## src/hdl/aie_pkg.sv

```systemverilog
package aie_pkg;

    localparam int unsigned HDR_BYTES = 42;
    localparam int unsigned HDR_AW    = 6;

    localparam logic [HDR_AW-1:0] HDR_FULL   = HDR_AW'(HDR_BYTES);
    localparam logic [HDR_AW-1:0] IP_FIRST   = 6'd14;
    localparam logic [HDR_AW-1:0] IP_LAST    = 6'd33;
    localparam logic [HDR_AW-1:0] ICMP_LAST  = 6'd41;
    localparam logic [HDR_AW-1:0] TYPE_HI    = 6'd12;
    localparam logic [HDR_AW-1:0] TYPE_LO    = 6'd13;

    localparam logic [6:0] ARP_LAST_BYTE  = 7'd41;
    localparam logic [6:0] ICMP_LAST_BYTE = 7'd97;

    localparam logic [15:0] ETH_ARP  = 16'h0806;
    localparam logic [15:0] ETH_IPV4 = 16'h0800;

    // where one reply byte comes from
    localparam logic [2:0] SRC_RAM  = 3'd0;
    localparam logic [2:0] SRC_ADJ  = 3'd1;
    localparam logic [2:0] SRC_CON  = 3'd2;
    localparam logic [2:0] SRC_IPH  = 3'd3;
    localparam logic [2:0] SRC_IPL  = 3'd4;
    localparam logic [2:0] SRC_ICH  = 3'd5;
    localparam logic [2:0] SRC_ICL  = 3'd6;

    typedef struct packed {
        logic [2:0]        kind;
        logic [HDR_AW-1:0] addr;
        logic [7:0]        cval;
    } t_src;

    typedef struct packed {
        logic        add;
        logic        clr;
        logic [15:0] value;
    } t_csum_ctl;

    function automatic t_src src_map(input logic is_arp, input logic [6:0] j);
        t_src s;
        s = '{kind: SRC_CON, addr: '0, cval: 8'h00};
        if (is_arp) begin
            unique case (j) inside
                [7'd0:7'd5]:   begin s.kind = SRC_RAM; s.addr = 6'(j + 7'd22); end
                [7'd6:7'd10]:  begin s.kind = SRC_RAM; s.addr = 6'(j + 7'd16); end
                7'd11, 7'd27:  begin s.kind = SRC_ADJ; s.addr = 6'd27; end
                7'd12:         s.cval = 8'h08;
                7'd13:         s.cval = 8'h06;
                7'd14:         s.cval = 8'h00;
                7'd15:         s.cval = 8'h01;
                7'd16:         s.cval = 8'h08;
                7'd17:         s.cval = 8'h00;
                7'd18:         s.cval = 8'h06;
                7'd19:         s.cval = 8'h04;
                7'd20:         s.cval = 8'h00;
                7'd21:         s.cval = 8'h02;
                [7'd22:7'd26]: begin s.kind = SRC_RAM; s.addr = 6'(j); end
                [7'd28:7'd31]: begin s.kind = SRC_RAM; s.addr = 6'(j + 7'd10); end
                [7'd32:7'd41]: begin s.kind = SRC_RAM; s.addr = 6'(j - 7'd10); end
                default:       s.cval = 8'h00;
            endcase
        end else begin
            unique case (j) inside
                [7'd0:7'd5]:   begin s.kind = SRC_RAM; s.addr = 6'(j + 7'd6); end
                [7'd6:7'd11]:  begin s.kind = SRC_RAM; s.addr = 6'(j - 7'd6); end
                7'd12:         s.cval = 8'h08;
                7'd13:         s.cval = 8'h00;
                [7'd14:7'd23]: begin s.kind = SRC_RAM; s.addr = 6'(j); end
                7'd24:         s.kind = SRC_IPH;
                7'd25:         s.kind = SRC_IPL;
                [7'd26:7'd29]: begin s.kind = SRC_RAM; s.addr = 6'(j + 7'd4); end
                [7'd30:7'd33]: begin s.kind = SRC_RAM; s.addr = 6'(j - 7'd4); end
                7'd36:         s.kind = SRC_ICH;
                7'd37:         s.kind = SRC_ICL;
                [7'd38:7'd41]: begin s.kind = SRC_RAM; s.addr = 6'(j); end
                default:       s.cval = 8'h00;
            endcase
        end
        return s;
    endfunction

endpackage

```

## src/hdl/aie_ram.sv

```systemverilog
module aie_ram #(
    parameter int unsigned WIDTH = 8,
    parameter int unsigned DEPTH = 42
) (
    input  logic                     i_clk,
    input  logic                     i_we,
    input  logic [$clog2(DEPTH)-1:0] i_waddr,
    input  logic [WIDTH-1:0]         i_wdata,
    input  logic                     i_re,
    input  logic [$clog2(DEPTH)-1:0] i_raddr,
    output logic [WIDTH-1:0]         o_rdata
);

    logic [WIDTH-1:0] r_mem [DEPTH];
    logic [WIDTH-1:0] r_rdata;

    always_ff @(posedge i_clk) begin
        if (i_we) begin
            r_mem[i_waddr] <= i_wdata;
        end
        if (i_re) begin
            r_rdata <= r_mem[i_raddr];
        end
    end

    assign o_rdata = r_rdata;

endmodule

```

## src/hdl/aie_csum.sv

```systemverilog
module aie_csum
    import aie_pkg::*;
(
    input  logic      i_clk,
    input  logic      i_rst_n,
    input  t_csum_ctl i_ctl,
    output logic [15:0] o_sum
);

    logic [15:0] r_acc;
    logic [15:0] n_acc;
    logic [16:0] raw;
    logic [15:0] folded;

    // ones-complement add with end-around carry
    always_comb begin
        raw    = {1'b0, r_acc} + {1'b0, i_ctl.value};
        folded = raw[15:0] + {15'd0, raw[16]};
    end

    always_comb begin
        n_acc = r_acc;
        if (i_ctl.add) begin
            n_acc = folded;
        end
        if (i_ctl.clr) begin
            n_acc = '0;
        end
    end

    always_ff @(posedge i_clk) begin
        if (!i_rst_n) begin
            r_acc <= '0;
        end else begin
            r_acc <= n_acc;
        end
    end

    assign o_sum = folded;

endmodule

```

## src/hdl/arp_icmp_echo_responder.sv

```systemverilog
// Channel  | Signals                                     | Direction
// ---------+---------------------------------------------+-----------
// frame in | i_in_valid, o_in_stall, i_data_byte,        | in
//          | i_frame_end                                 |
// reply    | o_out_valid, i_out_stall, o_reply_word,     | out
//          | o_reply_end                                 |
// config   | i_cfg_we, i_cfg_wdata (mac_offset)          | in
//
// Frame bytes are taken one per cycle when not stalled; the first 42 go into
// a byte-wide RAM. After a frame's last beat an IPv4 frame sums its header
// and ICMP words through the one checksum adder, reading one byte per cycle.
// Replies are then built from the same RAM port, a read and a write state
// per byte (42 bytes for ARP, 98 for ICMP), holding while the output stalls.
// The input is stalled while a reply is being summed or built.
// Synchronous active-low reset; mac_offset resets to 2.
module arp_icmp_echo_responder
    import aie_pkg::*;
(
    input  logic        i_clk,
    input  logic        i_rst_n,
    input  logic        i_in_valid,
    output logic        o_in_stall,
    input  logic [7:0]  i_data_byte,
    input  logic        i_frame_end,
    output logic        o_out_valid,
    input  logic        i_out_stall,
    output logic [15:0] o_reply_word,
    output logic        o_reply_end,
    input  logic        i_cfg_we,
    input  logic [7:0]  i_cfg_wdata
);

    localparam logic [1:0] ST_CAP     = 2'd0;
    localparam logic [1:0] ST_SUM     = 2'd1;
    localparam logic [1:0] ST_EMIT_RD = 2'd2;
    localparam logic [1:0] ST_EMIT_WR = 2'd3;

    logic [1:0]        r_state, n_state;
    logic [HDR_AW-1:0] r_byte_count, n_byte_count;
    logic [15:0]       r_etype, n_etype;
    logic [7:0]        r_mac_offset;
    logic              r_is_arp, n_is_arp;
    logic [HDR_AW-1:0] r_addr, n_addr;
    logic [HDR_AW-1:0] r_prev, n_prev;
    logic              r_prev_v, n_prev_v;
    logic [15:0]       r_ip_ck, n_ip_ck;
    logic [15:0]       r_icmp_ck, n_icmp_ck;
    logic [6:0]        r_idx, n_idx;
    logic [7:0]        r_hi, n_hi;
    logic              r_out_valid, n_out_valid;
    logic [15:0]       r_out_word, n_out_word;
    logic              r_out_end, n_out_end;

    logic              in_acc;
    logic              ram_we;
    logic              ram_re;
    logic [HDR_AW-1:0] ram_raddr;
    logic [7:0]        ram_rdata;
    logic [HDR_AW-1:0] count_after;
    logic              frame_ok;
    t_csum_ctl         csum_ctl;
    logic [15:0]       csum_sum;
    logic              sum_skip;
    t_src              src;
    logic [7:0]        emit_byte;
    logic              out_free;
    logic [6:0]        last_idx;

    assign in_acc      = i_in_valid && (r_state == ST_CAP);
    assign ram_we      = in_acc && (r_byte_count < HDR_FULL);
    assign count_after = r_byte_count + {5'd0, ram_we};
    assign frame_ok    = (count_after == HDR_FULL);
    assign out_free    = !r_out_valid || !i_out_stall;
    assign last_idx    = r_is_arp ? ARP_LAST_BYTE : ICMP_LAST_BYTE;
    assign src         = src_map(r_is_arp, r_idx);

    assign ram_re    = (r_state == ST_SUM && r_addr <= ICMP_LAST) || (r_state == ST_EMIT_RD);
    assign ram_raddr = (r_state == ST_SUM) ? r_addr : src.addr;

    aie_ram #(
        .WIDTH (8),
        .DEPTH (HDR_BYTES)
    ) u_hdr_ram (
        .i_clk   (i_clk),
        .i_we    (ram_we),
        .i_waddr (r_byte_count),
        .i_wdata (i_data_byte),
        .i_re    (ram_re),
        .i_raddr (ram_raddr),
        .o_rdata (ram_rdata)
    );

    // old checksum field and the ICMP type/code/checksum add nothing
    assign sum_skip = (r_prev == 6'd24) || (r_prev == 6'd25) || (r_prev == 6'd34) ||
                      (r_prev == 6'd35) || (r_prev == 6'd36) || (r_prev == 6'd37);

    always_comb begin
        csum_ctl.add   = (r_state == ST_SUM) && r_prev_v;
        csum_ctl.clr   = (in_acc && i_frame_end) || (csum_ctl.add && r_prev == IP_LAST);
        csum_ctl.value = '0;
        if (!sum_skip) begin
            csum_ctl.value = r_prev[0] ? {8'h00, ram_rdata} : {ram_rdata, 8'h00};
        end
    end

    aie_csum u_csum (
        .i_clk   (i_clk),
        .i_rst_n (i_rst_n),
        .i_ctl   (csum_ctl),
        .o_sum   (csum_sum)
    );

    always_comb begin
        case (src.kind)
            SRC_RAM: emit_byte = ram_rdata;
            SRC_ADJ: emit_byte = ram_rdata + r_mac_offset;
            SRC_IPH: emit_byte = r_ip_ck[15:8];
            SRC_IPL: emit_byte = r_ip_ck[7:0];
            SRC_ICH: emit_byte = r_icmp_ck[15:8];
            SRC_ICL: emit_byte = r_icmp_ck[7:0];
            default: emit_byte = src.cval;
        endcase
    end

    always_comb begin
        n_state      = r_state;
        n_byte_count = r_byte_count;
        n_etype      = r_etype;
        n_is_arp     = r_is_arp;
        n_addr       = r_addr;
        n_prev       = r_prev;
        n_prev_v     = r_prev_v;
        n_ip_ck      = r_ip_ck;
        n_icmp_ck    = r_icmp_ck;
        n_idx        = r_idx;
        n_hi         = r_hi;
        n_out_valid  = r_out_valid && i_out_stall;
        n_out_word   = r_out_word;
        n_out_end    = r_out_end;

        unique case (r_state)
            ST_CAP: begin
                if (in_acc) begin
                    n_byte_count = count_after;
                    if (ram_we && r_byte_count == TYPE_HI) begin
                        n_etype[15:8] = i_data_byte;
                    end
                    if (ram_we && r_byte_count == TYPE_LO) begin
                        n_etype[7:0] = i_data_byte;
                    end
                    if (i_frame_end) begin
                        n_byte_count = '0;
                        n_idx        = '0;
                        n_addr       = IP_FIRST;
                        n_prev_v     = 1'b0;
                        if (frame_ok && r_etype == ETH_ARP) begin
                            n_is_arp = 1'b1;
                            n_state  = ST_EMIT_RD;
                        end else if (frame_ok && r_etype == ETH_IPV4) begin
                            n_is_arp = 1'b0;
                            n_state  = ST_SUM;
                        end
                    end
                end
            end
            ST_SUM: begin
                n_prev   = r_addr;
                n_prev_v = (r_addr <= ICMP_LAST);
                if (r_addr <= ICMP_LAST) begin
                    n_addr = r_addr + 6'd1;
                end
                if (csum_ctl.add && r_prev == IP_LAST) begin
                    n_ip_ck = ~csum_sum;
                end
                if (csum_ctl.add && r_prev == ICMP_LAST) begin
                    n_icmp_ck = ~csum_sum;
                    n_state   = ST_EMIT_RD;
                end
            end
            ST_EMIT_RD: begin
                n_state = ST_EMIT_WR;
            end
            ST_EMIT_WR: begin
                if (!r_idx[0]) begin
                    n_hi    = emit_byte;
                    n_idx   = r_idx + 7'd1;
                    n_state = ST_EMIT_RD;
                end else if (out_free) begin
                    n_out_valid = 1'b1;
                    n_out_word  = {r_hi, emit_byte};
                    n_out_end   = (r_idx == last_idx);
                    if (r_idx == last_idx) begin
                        n_state = ST_CAP;
                    end else begin
                        n_idx   = r_idx + 7'd1;
                        n_state = ST_EMIT_RD;
                    end
                end
            end
            default: n_state = ST_CAP;
        endcase
    end

    always_ff @(posedge i_clk) begin
        if (!i_rst_n) begin
            r_state      <= ST_CAP;
            r_byte_count <= '0;
            r_mac_offset <= 8'd2;
            r_prev_v     <= 1'b0;
            r_out_valid  <= 1'b0;
        end else begin
            r_state      <= n_state;
            r_byte_count <= n_byte_count;
            r_prev_v     <= n_prev_v;
            r_out_valid  <= n_out_valid;
            if (i_cfg_we) begin
                r_mac_offset <= i_cfg_wdata;
            end
        end
    end

    always_ff @(posedge i_clk) begin
        r_etype    <= n_etype;
        r_is_arp   <= n_is_arp;
        r_addr     <= n_addr;
        r_prev     <= n_prev;
        r_ip_ck    <= n_ip_ck;
        r_icmp_ck  <= n_icmp_ck;
        r_idx      <= n_idx;
        r_hi       <= n_hi;
        r_out_word <= n_out_word;
        r_out_end  <= n_out_end;
    end

    assign o_in_stall   = (r_state != ST_CAP);
    assign o_out_valid  = r_out_valid;
    assign o_reply_word = r_out_word;
    assign o_reply_end  = r_out_end;

    a_no_beat_while_sum: assert property (
        @(posedge i_clk) disable iff (!i_rst_n)
        (r_state == ST_SUM) |=> !$rose(r_out_valid)
    ) else $error("reply beat appeared during checksum pass");

    a_count_advance: assert property (
        @(posedge i_clk) disable iff (!i_rst_n)
        (in_acc && !i_frame_end && r_byte_count < HDR_FULL)
            |=> (r_byte_count == $past(r_byte_count) + 6'd1)
    ) else $error("header byte count did not advance");

    a_sum_to_emit: assert property (
        @(posedge i_clk) disable iff (!i_rst_n)
        (r_state == ST_SUM && r_prev_v && r_prev == ICMP_LAST) |=> (r_state == ST_EMIT_RD)
    ) else $error("checksum pass did not hand over to reply build");

    a_last_beat_end: assert property (
        @(posedge i_clk) disable iff (!i_rst_n)
        (r_state == ST_EMIT_WR && n_state == ST_CAP) |=> (r_out_valid && r_out_end)
    ) else $error("reply finished without an end beat");

endmodule
```

## config.mk

```make
export PLATFORM = sky130hd
export DESIGN_NAME = arp_icmp_echo_responder
export DESIGN_NICKNAME = d
export VERILOG_FILES = /design/src/hdl/aie_pkg.sv /design/src/hdl/aie_ram.sv /design/src/hdl/aie_csum.sv /design/src/hdl/arp_icmp_echo_responder.sv
export SDC_FILE = /design/constraint.sdc
export NUM_CORES = 1
export LEC_CHECK = 0
export BUFFER_PORTS_ARGS = -buffer_cell sky130_fd_sc_hd__buf_2
export CORE_MARGIN = 3
export CORE_UTILIZATION = 40
export CTS_BUF_LIST = sky130_fd_sc_hd__clkbuf_4 sky130_fd_sc_hd__clkbuf_8
export DETAILED_ROUTE_END_ITERATION = 7
export PLACE_DENSITY = 0.63
export SLEW_MARGIN = 15
export SYNTH_ARGS = -nofsm -noshare
export SYNTH_HDL_FRONTEND = slang
export SYNTH_SLANG_ARGS = --single-unit
```

## constraint.sdc

```tcl
create_clock -name i_clk -period 7.6 [get_ports i_clk]
set_clock_uncertainty 0.15 [all_clocks]
set_input_delay 1.52 -clock i_clk [delete_from_list [all_inputs] [get_ports i_clk]]
set_output_delay 1.52 -clock i_clk [all_outputs]
set_load 0.02 [all_outputs]
```

==> impl_metrics.csv <==
group,metric,value,unit
clock_network,cts_buffer_depth,3,
timing,fmax,0.168,GHz
synthesis,ys.flop_type,"edfxtp_1",
clock_network,cts_tree,"yes",
critical_path,arrival,6180,ps
timing,slew_viol_final,0,
clock_network,htree_levels,3,
synthesis,synth_top_area_share,60.5,%
timing,setup_tns,0,ps
timing,hold_violations,0,
synthesis,ys_warn_count,0,
hold_path,hp-class,"register to register",
grt,antenna_found_initial,1,
clock_network,clk_latency,660,ps
synthesis,yosysMostFrequentCell,"edfxtp_1",
synthesis,ys_top_cells_by_area,"edfxtp_1, mux2i_1, dfxtp_1",
timing,fin_crit,5960,ps
timing,relSlewSlack,25.9,%
detailed_routing,via_count,13169,
synthesis,netlist_instances,1487,
pwr,ir_worst_vdd,0.171,mV
die,dieWidth,239,um
synthesis,netlist_area,21700,um^2
hold_path,worstHoldStart,"r_hi[5]",
critical_path,path_cells,"inv_1, ha_1, and2_1, o2111a_1, inv_1, ha_1, a21o_1, a21oi_1, xnor2_1, a2111oi_0, a211oi_2, buf_4, and2_1, nand2_1, o22ai_1, nor4_1, a211oi_2",
detailed_routing,via_per_inst,5.72,
outcome,outcome,"finished clean",
synthesis,ys_ff_latch,471,
detailed_routing,dr.first_iter.drc_count,1206,
critical_path,critPathKind,"register to register",
timing,setup_viol,0,
critical_path,cp-end-kind,"register",
job,drv_cap,0,
clock_network,cts_sinks,471,
layout,fin_util,45.3,%
die,core_area,53100,um^2
detailed_routing,routed_wl,51.9,mm
place,portBuffers,40,
synthesis,syn_nets,1560,
timing,rsz0062_at_grt,"false",
clock_network,clk_pin_slew_worst_paths,70,ps
critical_path,r2r_end,"u_hdr_ram.o_rdata[0]",
detailed_routing,remaining_drc_errors,0,
detailed_routing,ant_nets,0,
clock_network,postCtsSetupBuffers,0,
synthesis,synth_cell_types,85,
die,ioPinCount,41,
timing,worst_slack,1640,ps
hold_path,whs_path_depth,0,
critical_path,startpoint_type,"register",
pwr,p_per_area,216,nW/um^2
detailed_routing,wl_per_cell,22.6,um
die,die_h,239,um
layout,nNetsFinal,1624,
die,die-area,57100,um^2
place,dp_hpwl,34.1,mm
timing,finalCritPeriodShare,78.4,%
detailed_routing,dr.pass1.iters,7,
synthesis,syn-mean-instance-area,14.6,um^2
critical_path,cpMaxStageDelayCell,"nor4_1",
clock_network,cts_made_buffers,77,
layout,layout-drive-gt1-share,15.4,%
place,gp_congestion,0.895,
synthesis,synth.yosys.seq_area_share,63.6,%
grt,grt_pass1_wl,78.8,mm
critical_path,rrSetupSlack,1640,ps
synthesis,yosys.area.top_type,"edfxtp_1",
synthesis,synth_common_cells,"edfxtp_1, nor2_1, mux2i_1",
clock_network,hold_buffers,0,
timing,tightestPinTransition,1110,ps
critical_path,cp_max_fo,24,
critical_path,reg2reg_depth,17,
synthesis,async_flop_share,0,%
critical_path,critPathMaxStageDelay,910,ps
layout,syn2layout_area_growth,10.9,%
die,initial_core_util,40.9,%
hold_path,hold_end,"o_reply_word[13]",
grt,overflow,0,
die,num_rows,84,
synthesis,synth_edf_count,437,
grt,grt_pass1_vias,12979,
grt,grt_max_degree,45,
pwr,p_leak,8.74,nW
clock_network,clockRootBuffer,"clkbuf_8",
grt,grt_use_total,18.2,%
place,post-place-ws,1640,ps
critical_path,r2r-start,"r_idx[5]",
clock_network,cts-resized-gates,0,
critical_path,cp.required,7820,ps
## routing by layer
metal  GRT usage, %  share of wire (%)
met5              0                  0
met2           29.5                 48
met4           6.87                3.2
met3           3.83                6.6
met1           24.3                 43
## stage by stage
stage / instances / hold WS, ps / instance area [um^2] / power (mW)
final: 2302 / 268 / 24100 / 5.20
after global routing: 2300 / 274 / 24100 / 5.38
after CTS: 2300 / 270 / 24100 / 5.25
after detailed placement: 2160 / 255 / 22500 / 2.97
after global placement: 2160 / 250 / 22500 / 2.97
after floorplan: 1487 / 250 / 21700 / 2.92
## sequential cells by signal, summed over array words and instances (netlist names), 2 cells and up
| register | cells |
|---|---|
| u_hdr_ram.o_rdata | 8 |
| r_byte_count | 6 |
| o_reply_word | 16 |
| r_idx | 7 |
| r_ip_ck | 16 |
| u_csum.r_acc | 16 |
| u_hdr_ram.r_mem | 336 |
| r_mac_offset | 8 |
| r_state | 2 |
| r_hi | 8 |
| r_icmp_ck | 16 |
| r_prev | 6 |
| r_addr | 6 |
| r_etype | 16 |
## final cells by class
type	count	area, um^2
clock inverter	34	297
sequential	471	13800
clock buffer	106	1300
tap	688	861
fill	4639	29000
timing repair buffer	55	325
antenna	2	5.00
inverter	36	135
multi-input combinational	910	7330
## where the power goes
group / switching [mW] / internal, mW
sequential: 0.00452 / 2.83
clock: 1.03 / 1.26
combinational: 0.0593 / 0.0172
## layout by cell type (no fill, tap or decap), types with 10 or more instances in the layout
cell,count
nand3b_1,11
o22ai_1,18
nor3_1,17
dfxtp_1,34
o2111a_1,10
clkbuf_4,26
a22oi_1,19
mux2i_1,92
buf_2,40
and2_1,28
o211ai_1,15
mux4_1,22
xor2_1,20
ha_1,46
a21o_1,17
nand2_1,85
edfxtp_1,437
nor2b_1,21
a31oi_1,11
nor4_1,11
inv_1,35
a21oi_1,42
mux4_2,25
nand3_1,37
o21ai_0,26
a211oi_1,18
mux2_2,12
xnor2_1,27
buf_4,14
nor2_1,115
clkinv_1,16
nand4_1,11
clkbuf_8,80
## critical path, delay by kind of cell, from the launching register on
kind | cells | cell delay (ps)
XOR/XNOR | 1 | 80
flip-flops | 1 | 830
AO/OA/AOI/OAI | 7 | 1570
AND/OR/NAND/NOR | 4 | 1800
buffers and inverters | 3 | 650
adder cells (fa/ha/maj) | 2 | 570
## kinds of logic (layout without fill, tap and decap cells)
kind of cell    after synthesis  in the layout  synth area share (%)
mux                         151            151                  10.1
compound gates              271            271                  9.47
flops                       471            471                  63.6
other cells                   0              2                     0
xor+xnor                     47             47                  1.90
buf+inv                     106            231                  2.70
simple gates                390            390                  9.07
fa+ha+maj                    51             51                  3.11
## how the worst max path moves through the flow
stage	to	slack, ps	cells after the start	start
after global placement	u_hdr_ram.o_rdata[0]	1760	17	r_idx[5]
after detailed placement	u_hdr_ram.o_rdata[0]	1640	17	r_idx[5]
after floorplan	r_icmp_ck[14]	2780	23	r_prev[2]
after global routing	u_csum.r_acc[14]	1270	25	r_prev[5]
final	u_hdr_ram.o_rdata[0]	1640	17	r_idx[5]
after CTS	u_hdr_ram.o_rdata[0]	1640	17	r_idx[5]
(Power assumes the default switching activity.)
